[config.mk]
export PLATFORM = sky130hd
export DESIGN_NAME = sat_ctrl
export DESIGN_NICKNAME = d
export VERILOG_FILES = /design/src/hdl/sat_pkg.sv /design/src/hdl/sat_ctrl.sv
export SDC_FILE = /design/constraint.sdc
export NUM_CORES = 1
export LEC_CHECK = 0
export ABC_AREA = 1
export BUFFER_PORTS_ARGS = -buffer_cell sky130_fd_sc_hd__buf_4
export CORE_MARGIN = 4
export CORE_UTILIZATION = 43
export DETAILED_ROUTE_END_ITERATION = 8
export PLACE_DENSITY = 0.81
export SLEW_MARGIN = 15
export SYNTH_ARGS = -nofsm -noshare
export SYNTH_HDL_FRONTEND = slang
export SYNTH_SLANG_ARGS = --single-unit
[constraint.sdc]
create_clock -name clk_i -period 1.3 [get_ports clk_i]
set_input_delay 0.065 -clock clk_i [delete_from_list [all_inputs] [get_ports clk_i]]
set_output_delay 0.065 -clock clk_i [all_outputs]
set_load 0.05 [all_outputs]
[src/hdl/sat_pkg.sv]
// Shared constants, codes and controller/datapath interface types for the sorted table.
package sat_pkg;

  localparam int DEPTH         = 256;
  localparam int DATA_BITS     = 32;
  localparam int ADDR_BITS     = $clog2(DEPTH);
  localparam int CNT_BITS      = $clog2(DEPTH + 1);
  localparam int CAP_BITS      = 9;
  localparam int POS_BITS      = 8;
  localparam int KIND_BITS     = 2;
  localparam int STATUS_BITS   = 2;
  localparam int IN_DATA_BITS  = 40;
  localparam int OUT_DATA_BITS = 48;
  localparam int OUT_PAD_BITS  = OUT_DATA_BITS - DATA_BITS - STATUS_BITS - CNT_BITS;

  localparam logic [CAP_BITS-1:0] CAP_RESET = CAP_BITS'(256);

  typedef enum logic [KIND_BITS-1:0] {
    KIND_INSERT = 2'd0,
    KIND_READ   = 2'd1,
    KIND_DELETE = 2'd2
  } kind_e;

  typedef enum logic [STATUS_BITS-1:0] {
    STS_OK    = 2'd0,
    STS_RANGE = 2'd1,
    STS_FULL  = 2'd2
  } status_e;

  typedef enum logic [2:0] {
    RA_POS,
    RA_POS_P1,
    RA_CNT_M1,
    RA_K_M2,
    RA_K_P2
  } raddr_sel_e;

  typedef struct packed {
    logic       take;
    logic       k_ld_cnt;
    logic       k_ld_pos;
    logic       k_dec;
    logic       k_inc;
    raddr_sel_e raddr_sel;
    logic       we;
    logic       wsel_val;
    logic       cnt_inc;
    logic       cnt_dec;
    logic       set_status;
    status_e    status;
    logic       cap_rd;
    logic       out_ld;
  } sat_cmd_t;

  typedef struct packed {
    kind_e kind;
    logic  full;
    logic  pos_ok;
    logic  cnt_zero;
    logic  last_pos;
    logic  ge;
    logic  k_one;
    logic  del_end;
    logic  out_free;
  } sat_sts_t;

endpackage

[src/hdl/sat_ctrl.sv]
// Controller: sequences insert, read and delete over the datapath.
module sat_ctrl (
  input  logic              clk_i,
  input  logic              rst_ni,
  input  logic              s_tvalid_i,
  output logic              s_tready_o,
  input  sat_pkg::sat_sts_t sts_i,
  output sat_pkg::sat_cmd_t cmd_o
);

  typedef enum logic [2:0] {
    S_IDLE,
    S_DISP,
    S_RD_CAP,
    S_INS_LOOP,
    S_INS_PUT,
    S_DEL_LOOP,
    S_OUT
  } state_e;

  state_e            state_q, state_d;
  sat_pkg::sat_cmd_t cmd;

  always_comb begin
    cmd     = '0;
    state_d = state_q;
    unique case (state_q)
      S_IDLE: begin
        if (s_tvalid_i) begin
          cmd.take = 1'b1;
          state_d  = S_DISP;
        end
      end
      S_DISP: begin
        cmd.set_status = 1'b1;
        cmd.status     = sat_pkg::STS_OK;
        unique case (sts_i.kind)
          sat_pkg::KIND_INSERT: begin
            if (sts_i.full) begin
              cmd.status = sat_pkg::STS_FULL;
              state_d    = S_OUT;
            end else begin
              cmd.k_ld_cnt  = 1'b1;
              cmd.raddr_sel = sat_pkg::RA_CNT_M1;
              state_d       = sts_i.cnt_zero ? S_INS_PUT : S_INS_LOOP;
            end
          end
          sat_pkg::KIND_READ: begin
            if (!sts_i.pos_ok) begin
              cmd.status = sat_pkg::STS_RANGE;
              state_d    = S_OUT;
            end else begin
              cmd.raddr_sel = sat_pkg::RA_POS;
              state_d       = S_RD_CAP;
            end
          end
          sat_pkg::KIND_DELETE: begin
            if (!sts_i.pos_ok) begin
              cmd.status = sat_pkg::STS_RANGE;
              state_d    = S_OUT;
            end else if (sts_i.last_pos) begin
              cmd.cnt_dec = 1'b1;
              state_d     = S_OUT;
            end else begin
              cmd.k_ld_pos  = 1'b1;
              cmd.raddr_sel = sat_pkg::RA_POS_P1;
              state_d       = S_DEL_LOOP;
            end
          end
          default: begin
            state_d = S_OUT;
          end
        endcase
      end
      S_RD_CAP: begin
        cmd.cap_rd = 1'b1;
        state_d    = S_OUT;
      end
      S_INS_LOOP: begin
        // read data is the entry just below the write slot
        cmd.we = 1'b1;
        if (sts_i.ge) begin
          cmd.k_dec     = 1'b1;
          cmd.raddr_sel = sat_pkg::RA_K_M2;
          if (sts_i.k_one) begin
            state_d = S_INS_PUT;
          end
        end else begin
          cmd.wsel_val = 1'b1;
          cmd.cnt_inc  = 1'b1;
          state_d      = S_OUT;
        end
      end
      S_INS_PUT: begin
        cmd.we       = 1'b1;
        cmd.wsel_val = 1'b1;
        cmd.cnt_inc  = 1'b1;
        state_d      = S_OUT;
      end
      S_DEL_LOOP: begin
        cmd.we        = 1'b1;
        cmd.k_inc     = 1'b1;
        cmd.raddr_sel = sat_pkg::RA_K_P2;
        if (sts_i.del_end) begin
          cmd.cnt_dec = 1'b1;
          state_d     = S_OUT;
        end
      end
      S_OUT: begin
        if (sts_i.out_free) begin
          cmd.out_ld = 1'b1;
          state_d    = S_IDLE;
        end
      end
      default: begin
        state_d = S_IDLE;
      end
    endcase
  end

  always_ff @(posedge clk_i or negedge rst_ni) begin
    if (!rst_ni) begin
      state_q <= S_IDLE;
    end else begin
      state_q <= state_d;
    end
  end

  assign s_tready_o = state_q == S_IDLE;
  assign cmd_o      = cmd;

endmodule

==> summary.md, run 1 <==
| Metric | Value |
|---|---|
| CTS Buf Count | `3` |
| I/O pins | `31` |
| Failed at | `5_1_grt` |
| Root Buffer | `clkbuf_4` |
| Die width | `44.1 µm` |
| Dpl cell area | `roughly 900 µm²` |
| First error | `[ERROR DPL-0038] Utilization greater than 100%, impossible to legalize` |
| Setup Slack @ Placement | `roughly 26 ps` |
| GPL Wtd Cong | `around 0.82` |
| Synth warn | `0` |
| DP HPWL | `about 1.5 mm` |
| Max Buffers Root-to-Sink | `2` |
| Synth Instances | `97` |
| Outcome | `stopped before the end` |
| DIE HEIGHT | `between 40 and 50 µm` |
| Flip-flop and latch count after synthesis | `3` |
| Syn nets | `~120` |
| Post-synthesis cell type count | `17` |
| # rows | `12` |
| Worst Endpoint after GRT Repair | `cmd_o[10]` |
| Register area share after synthesis | `around an eighth` |
| Largest net degree at the start of global routing | `6` |
| Synth Area per Inst | `5.79 µm²` |
| CTS sink count | `3` |
| PortBufs | `30` |
| Starting density of the core | `~48%` |
| Cell area after synthesis | `~560 µm²` |
| CTS H-Tree Depth | `1` |
| Worst ep type | `output port` |
-- synth_stat cells --
cell type  instances  area, µm²
buf_4              3       22.5
a21oi_1            2       10.0
nor2_2             4       25.0
nor2_1            12       45.0
o22ai_1            1       6.26
nor3_1             1       5.00
nand2_1           22       82.6
nand4_1            1       6.26
ha_1               5       62.6
o21ai_2            3       26.3
o21ai_0            5       25.0
nand3_2            2       20.0
dfrtp_1            3       75.1
inv_1             17       63.8
nor2_4             2       22.5
nand3_1            9       45.0
inv_2              5       18.8
-- cells by family after synthesis --
group                      after synthesis  synth area share [%]
buffers and inverters                   25                  18.7
and+or+nand+nor                         53                  44.8
AOI/OAI and AO/OA                       11                  12.0
adders and majority gates                5                  11.1
DFF                                      3                  13.4
-- through the flow --
step / utilization [%] / cells
after floorplan: - / 97
after CTS: 90.8 / 152
after global placement: 76.8 / 144
after detailed placement: 76.8 / 144
-- what timing repair did --
item,in CTS
resized for setup,28
setup buffers,4
hold endpoints to repair,3
setup endpoints to repair,17
pin swaps,6
hold buffers,1
==> run 2: changes to the inputs <==
--- a/config.mk
+++ b/config.mk
@@ -7,10 +7,10 @@
 export LEC_CHECK = 0
 export ABC_AREA = 1
 export BUFFER_PORTS_ARGS = -buffer_cell sky130_fd_sc_hd__buf_4
-export CORE_MARGIN = 4
-export CORE_UTILIZATION = 43
+export CORE_AREA = 4 4 65 67
 export DETAILED_ROUTE_END_ITERATION = 8
-export PLACE_DENSITY = 0.81
+export DIE_AREA = 0 0 69 71
+export PLACE_DENSITY_LB_ADDON = 0.15
 export SLEW_MARGIN = 15
 export SYNTH_ARGS = -nofsm -noshare
 export SYNTH_HDL_FRONTEND = slang
==> run 2 against run 1 <==
  * The flow now finishes, with violations (negative setup slack)
  * Synthesized cell count unchanged
  * Area after synthesis unchanged
==> summary.md, run 2 <==
| Metric | Value |
|---|---|
| Hold Crit Class | `in2reg` |
| Crit-path max cell delay | `approximately 430 ps` |
| Max FFs per register | `3` |
| Starting density of the core | `between 10% and 20%` |
| XOR/XNOR Fraction of Synth Area | `0%` |
| Largest net degree at the start of global routing | `6` |
| Number of detailed-route iterations in the first pass | `4` |
| Via density | `about 3.9` |
| Flip-flop and latch count after synthesis | `3` |
| Worst slew pin tran | `around 260 ps` |
| Vias in the first global route | `787` |
| Max Buffers Root-to-Sink | `2` |
| Most frequent cells in the layout | `buf_4 (29), buf_6 (21), nand2_1 (18)` |
| CP max FO | `3` |
| DP HPWL | `between 1.5 and 2 mm` |
| Outcome | `complete, but fails checks` |
| Final hold viol count | `0` |
| Routed Wire Length | `2.06 mm` |
| Worst slew margin | `between 80% and 90%` |
| CTS H-Tree Depth | `1` |
| Die ar. | `4900 µm²` |
| Synth top cells by count | `nand2_1 (22), inv_1 (17), nor2_1 (12), nand3_1 (9)` |
| DIE HEIGHT | `about 71 µm` |
| Peak VDD IR | `around 850 µV` |
| Post-synthesis cell type count | `17` |
| I/O pins | `31` |
| Synth Area in Simple Gates | `44.8%` |
| Minimum clock period | `approximately 1400 ps` |
| Vias | `between 700 and 800` |
| Compound-Gate Fraction of Synth Area | `between 10% and 20%` |
| # DRC | `0` |
| Fin Clk Skew | `0.548 ps` |
| Crit share post-route | `111%` |
| PortBufs | `30` |
| Synth warn | `0` |
| Total negative slack | `-1610 ps` |
| Crit-path cells | `nor2_4, inv_2, nor2_4, inv_4, nor2_4, inv_2, o21ai_4, buf_6` |
| Smallest setup slack after layout | `-145 ps` |
| Most frequent cell after synthesis | `nand2_1` |
| Final Instance Area | `1440 µm²` |
| Register area share after synthesis | `a little over an eighth` |
| Net count, final | `176` |
| WP data arrival | `about 1400 ps` |
| Syn nets | `between 100 and 150` |
| Origin of the critical flop-to-flop path | `state_q[1]` |
| Fillers | `387` |
| FMAX | `around 700 MHz` |
| RSZ-0062 raised after global routing | `yes` |
| # setup viols final | `19` |
| Worst-path clk slew | `around 30 ps` |
| Leak | `about 0.00071 µW` |
| Area leader, netlist | `nand2_1` |
| Crit Path Class | `reg2out` |
| Adder and majority gate portion of the synthesized area | `around 11%` |
| Wirelength per Cell | `roughly 10 µm` |
| Top FF cell, synth | `dfrtp_1` |
| # rows | `22` |
| Die width | `about 69 µm` |
| Dpl cell area | `about 950 µm²` |
| PwrDens | `between 2000 and 2500 nW/µm²` |
| Synth Area per Inst | `5.79 µm²` |
| GPL Wtd Cong | `between 0.7 and 0.8` |
| Worst Setup SP | `state_q[2]` |
| Worst Setup End Kind | `primary output` |
| Overall Power | `between 3000 and 4000 µW` |
| Pins Over Slew Limit | `0` |
| Maxcap violations | `0` |
| CTS sink count | `3` |
| Global-route wire length before repair | `3.34 mm` |
| ANT cells | `0` |
| Failing checks | `negative setup slack` |
| Area Overhead vs Synth | `157%` |
| All-Layer GR Usage | `about 8.2%` |
| Post-synthesis mux area share | `0%` |
| Core area | `approximately 3600 µm²` |
| Cell area after synthesis | `562 µm²` |
| Initial antenna violation count | `0` |
| Later-pin clock latency in the skew report | `210 ps` |
| Root Buffer | `clkbuf_8` |
| Most flop-heavy register | `state_q` |
| Largest registers | `state_q (3)` |
| Synth Instances | `97` |
| CTS Buf Count | `3` |
| Most common cell after layout, fill and taps aside | `buf_4` |
| Routed Antenna Nets | `0` |
| Synth top area share | `14.7%` |
| Global route overflow | `0` |
| Asr flop ratio synth | `100%` |
| Fin Hold WS | `~160 ps` |
| Main combinational cell family by area after synthesis | `simple AND/OR/NAND/NOR gates` |
| Drt initial violations | `14` |
| Layout cells sized above 1 | `64.3%` |
| Crit path max-delay cell type | `dfrtp_2` |
| EDFF count, synth | `0` |
| Register area | `~78 µm²` |
| Synth area leaders | `nand2_1 (15%), dfrtp_1 (13%), inv_1 (11%)` |
| Critical Path Start Type | `register` |
| Worst hold start | `sts_i[1]` |
| Multi-input logic area | `~570 µm²` |
| Most used cell, CP | `nor2_4` |
| Worst Path Required | `roughly 1200 ps` |
| TritonCTS clock tree | `done` |
## run 2: cell counts after synthesis
Identical to the previous run, type by type.
## run 2: through the flow
stage          std cells  util, %  setup slack, ps
2_1_floorplan         97        -             -318
4_1_cts              196     34.2             -159
5_1_grt              205     39.7             -226
6_report             205     39.7             -145
3_3_place_gp         179     26.1             29.7
3_5_place_dp         179     26.1             19.3
## run 2: area by class of cell
cell class / count / share of cell area, %
flip-flops and latches: 3 / 5.37
inverters: 22 / 7.11
multi-input cells: 69 / 39.8
repair buffers: 59 / 40.5
clock buffers: 4 / 3.12
well taps: 48 / 4.16
## run 2: logic make-up after synthesis
family | count (synthesis)
AND/OR/NAND/NOR | 53
buffers and inverters | 25
AO/OA/AOI/OAI | 11
adder cells (fa/ha/maj) | 5
flip-flops | 3
## run 2: path summary, 6_finish.rpt
check,slack (ps),cells past startpoint,end
max in group asynchronous,1020,2,state_q[2]
min in group asynchronous,180,2,state_q[0]
min,160,4,state_q[2]
min reg2reg,670,3,state_q[1]
max,-150,8,cmd_o[9]
max reg2reg,-60,10,state_q[0]
## run 2: what timing repair did
| action | in CTS | in global routing |
|---|---|---|
| gates resized for setup | 41 | 33 |
| pin swaps | 7 | 9 |
| endpoints found under the hold margin | 3 | 0 |
| hold buffers | 1 | 0 |
| setup buffers | 12 | 11 |
| setup endpoints to repair | 16 | 21 |
## run 2: layer usage
layer,global-route usage (%),vias up,share of wire (%)
li1,-,417,-
met1,10.4,354,43
met2,13.2,23,52
met3,1.42,4,2.7
met4,4.56,0,1.8
met5,0,-,0
## run 2: power by group
part	switching, µW	total, µW	internal (µW)
logic	1460	2670	1210
registers	73.2	221	148
clock network	60.3	269	209
total	1590	3160	1560
## run 2: worst max-delay path: cells and delay by family (launching register included)
| kind | cells | cell delay [ps] |
|---|---|---|
| simple gates | 3 | 330 |
| compound gates | 1 | 50 |
| flops | 1 | 430 |
| buf+inv | 4 | 360 |
No activity file was read; power rests on OpenSTA's default activity.
==> run 3: changes to the inputs <==
--- a/config.mk
+++ b/config.mk
@@ -5,12 +5,12 @@
 export SDC_FILE = /design/constraint.sdc
 export NUM_CORES = 1
 export LEC_CHECK = 0
-export ABC_AREA = 1
 export BUFFER_PORTS_ARGS = -buffer_cell sky130_fd_sc_hd__buf_4
 export CORE_AREA = 4 4 65 67
 export DETAILED_ROUTE_END_ITERATION = 8
 export DIE_AREA = 0 0 69 71
 export PLACE_DENSITY_LB_ADDON = 0.15
+export REMOVE_ABC_BUFFERS = 1
 export SLEW_MARGIN = 15
 export SYNTH_ARGS = -nofsm -noshare
 export SYNTH_HDL_FRONTEND = slang
==> run 3 against run 2 <==
  * Sequential share of layout area rose by 0.75 points
  * Clock skew barely moved
  * Critical endpoint is now cmd_o[5]
  * Setup slack got worse by 72 ps
  * Die area did not move
  * The run still ends with negative setup slack left
  * Synthesized cell count fell by 32%
  * Cell area fell by 14%
  * Largest power group unchanged
==> summary.md, run 3 <==
| Metric | Value |
|---|---|
| Post-synthesis cell type count | `34` |
| Flip-flop and latch count after synthesis | `3` |
| Final hold viol count | `0` |
| Most frequent cell after synthesis | `inv_1` |
| Number of detailed-route iterations in the first pass | `3` |
| Area Overhead vs Synth | `138%` |
| Top FF cell, synth | `dfrtp_1` |
| Max FFs per register | `3` |
| Origin of the critical flop-to-flop path | `state_q[0]` |
| # rows | `22` |
| Max Buffers Root-to-Sink | `2` |
| Most frequent cells in the layout | `buf_4 (25), buf_6 (23), inv_1 (6)` |
| CTS H-Tree Depth | `1` |
| Layout cells sized above 1 | `between 60% and 70%` |
| Most flop-heavy register | `state_q` |
| Global route overflow | `0` |
| Global-route wire length before repair | `between 3 and 4 mm` |
| Pins Over Slew Limit | `0` |
| Initial antenna violation count | `0` |
| Worst-path clk slew | `roughly 30 ps` |
| Hold Crit Class | `in2async` |
| EDFF count, synth | `0` |
| Peak VDD IR | `approximately 520 µV` |
| Total negative slack | `-2650 ps` |
| Routed Antenna Nets | `0` |
| Critical Path Start Type | `register` |
| Maxcap violations | `0` |
| Minimum clock period | `around 1500 ps` |
| CP max FO | `6` |
| Root Buffer | `clkbuf_8` |
| Synth top cells by count | `inv_1 (8), ha_1 (5), o21ai_0 (5), nand2b_1 (4), nor2_1 (4)` |
| Starting density of the core | `between 10% and 20%` |
| Fin Hold WS | `around 190 ps` |
| GPL Wtd Cong | `roughly 0.7` |
| Multi-input logic area | `500 µm²` |
| Outcome | `complete, but fails checks` |
| Worst slew pin tran | `around 410 ps` |
| Routed Wire Length | `around 2.1 mm` |
| PwrDens | `2040 nW/µm²` |
| Cell area after synthesis | `524 µm²` |
| Worst Setup SP | `state_q[2]` |
| Worst Path Required | `between 1000 and 1500 ps` |
| Worst Reg-to-Reg Cells | `6` |
| Synth top area share | `~14%` |
| Fillers | `388` |
| Die width | `~70 µm` |
| Drt initial violations | `6` |
| Most common cell after layout, fill and taps aside | `buf_4` |
| Vias | `a little under 700` |
| Finished Layout Cells | `between 150 and 200` |
| Reg2reg end | `state_q[0]` |
| All-Layer GR Usage | `under 10%` |
| Synth warn | `0` |
| Vias in the first global route | `around 730` |
| WP data arrival | `1450 ps` |
| Failing checks | `negative setup slack` |
| PortBufs | `30` |
| Fin Clk Skew | `1.01 ps` |
| Via density | `a little over 4` |
| Final Instance Area | `~1200 µm²` |
| DP HPWL | `approximately 1.5 mm` |
| Later-pin clock latency in the skew report | `about 220 ps` |
| Placed Cells | `around 150` |
| # setup viols final | `18` |
| Synth Area per Inst | `a little under 8 µm²` |
| Worst Setup End Kind | `primary output` |
| TritonCTS clock tree | `done` |
| ANT cells | `0` |
| Wirelength per Cell | `12.4 µm` |
| Worst slew margin | `72.4%` |
| Area leader, netlist | `dfrtp_1` |
| Crit Path Class | `reg2out` |
| Synth Instances | `66` |
| FMAX | `about 660 MHz` |
| Dpl cell area | `roughly 880 µm²` |
| Net count, final | `roughly 140` |
| DIE HEIGHT | `between 70 and 80 µm` |
| Smallest setup slack after layout | `-217 ps` |
| Asr flop ratio synth | `100%` |
| Register area share after synthesis | `14.3%` |
| Die ar. | `4900 µm²` |
| CTS sink count | `3` |
| I/O pins | `31` |
| Reg2reg setup slack | `-190 ps` |
| Largest net degree at the start of global routing | `10` |
| Leak | `slightly above 0.0006 µW` |
| # DRC | `0` |
| Synth area leaders | `dfrtp_1 (14%), ha_1 (12%), inv_1 (5.7%)` |
| RSZ-0062 raised after global routing | `yes` |
| Register area | `about 76 µm²` |
| Core area | `around 3600 µm²` |
| Largest registers | `state_q (3)` |
| Crit share post-route | `117%` |
| CTS Buf Count | `3` |
-- run 3: cell count changes in the layout (fill, tap and decap cells not counted), moves of 4 or more --
| cell | previous run | this run |
|---|---|---|
| inv_1 | 12 | 6 |
| buf_4 | 29 | 25 |
| nand3_1 | 6 | 0 |
| nor2_4 | 11 | 1 |
| nand3_4 | 4 | 0 |
| nand2_1 | 18 | 1 |
-- run 3: layout make-up --
type                    count  share of cell area [%]
well taps                  48                    4.82
clock buffers               4                    3.61
flip-flops and latches      3                    6.12
inverters                   8                    2.61
repair buffers             54                    42.7
multi-input cells          50                    40.2
-- run 3: cell families after synthesis --
kind of cell | after synthesis | synth area share [%]
and+or+nand+nor | 27 | 34.4
AOI/OAI and AO/OA | 18 | 26.7
buffers and inverters | 13 | 12.6
adders and majority gates | 5 | 11.9
DFF | 3 | 14.3
-- run 3: through the flow --
stage,total power [µW],utilization [%],setup WS [ps]
3_5_place_dp,1610,24.2,-86.5
6_report,2540,34.3,-217
3_3_place_gp,1610,24.2,-57.7
2_1_floorplan,1010,-,-1630
4_1_cts,2420,32.4,-236
5_1_grt,2680,34.3,-292
-- run 3: worst max-delay path, stage by stage, from the launching register on --
cell and delay [ps]:
dfrtp_2 440, nor3b_4 280, nand3_2 130, a2bb2o_2 240
buf_6 150
-- run 3: routing by layer --
metal | part of all wire [%] | vias up | global-route usage [%]
met4 | 0.92 | 0 | 2.60
li1 | - | 347 | -
met1 | 42 | 318 | 9.51
met3 | 5.8 | 2 | 2.27
met2 | 51 | 21 | 15.6
met5 | 0 | - | 0
-- run 3: timing repair --
action	in CTS	in global routing
hold buffers	1	0
buffers inserted	7	2
cloned	0	0
resized for setup	49	13
pin swaps	5	3
endpoints found under the setup margin	20	20
endpoints found under the hold margin	3	0
-- run 3: worst max-delay path by stage --
| stage | to | slack, ps | cells past startpoint |
|---|---|---|---|
| finish | cmd_o[5] | -220 | 4 |
| global placement | state_q[1] | -60 | 3 |
| floorplan | cmd_o[6] | -1630 | 2 |
| global route | cmd_o[2] | -290 | 4 |
| detailed placement | state_q[1] | -90 | 3 |
| CTS | cmd_o[2] | -240 | 4 |
-- run 3: where the power goes --
group	internal, µW	total, µW	switching (µW)
clock	209	272	62.6
sequential	141	206	65.6
combinational	980	2060	1080
total	1330	2540	1210
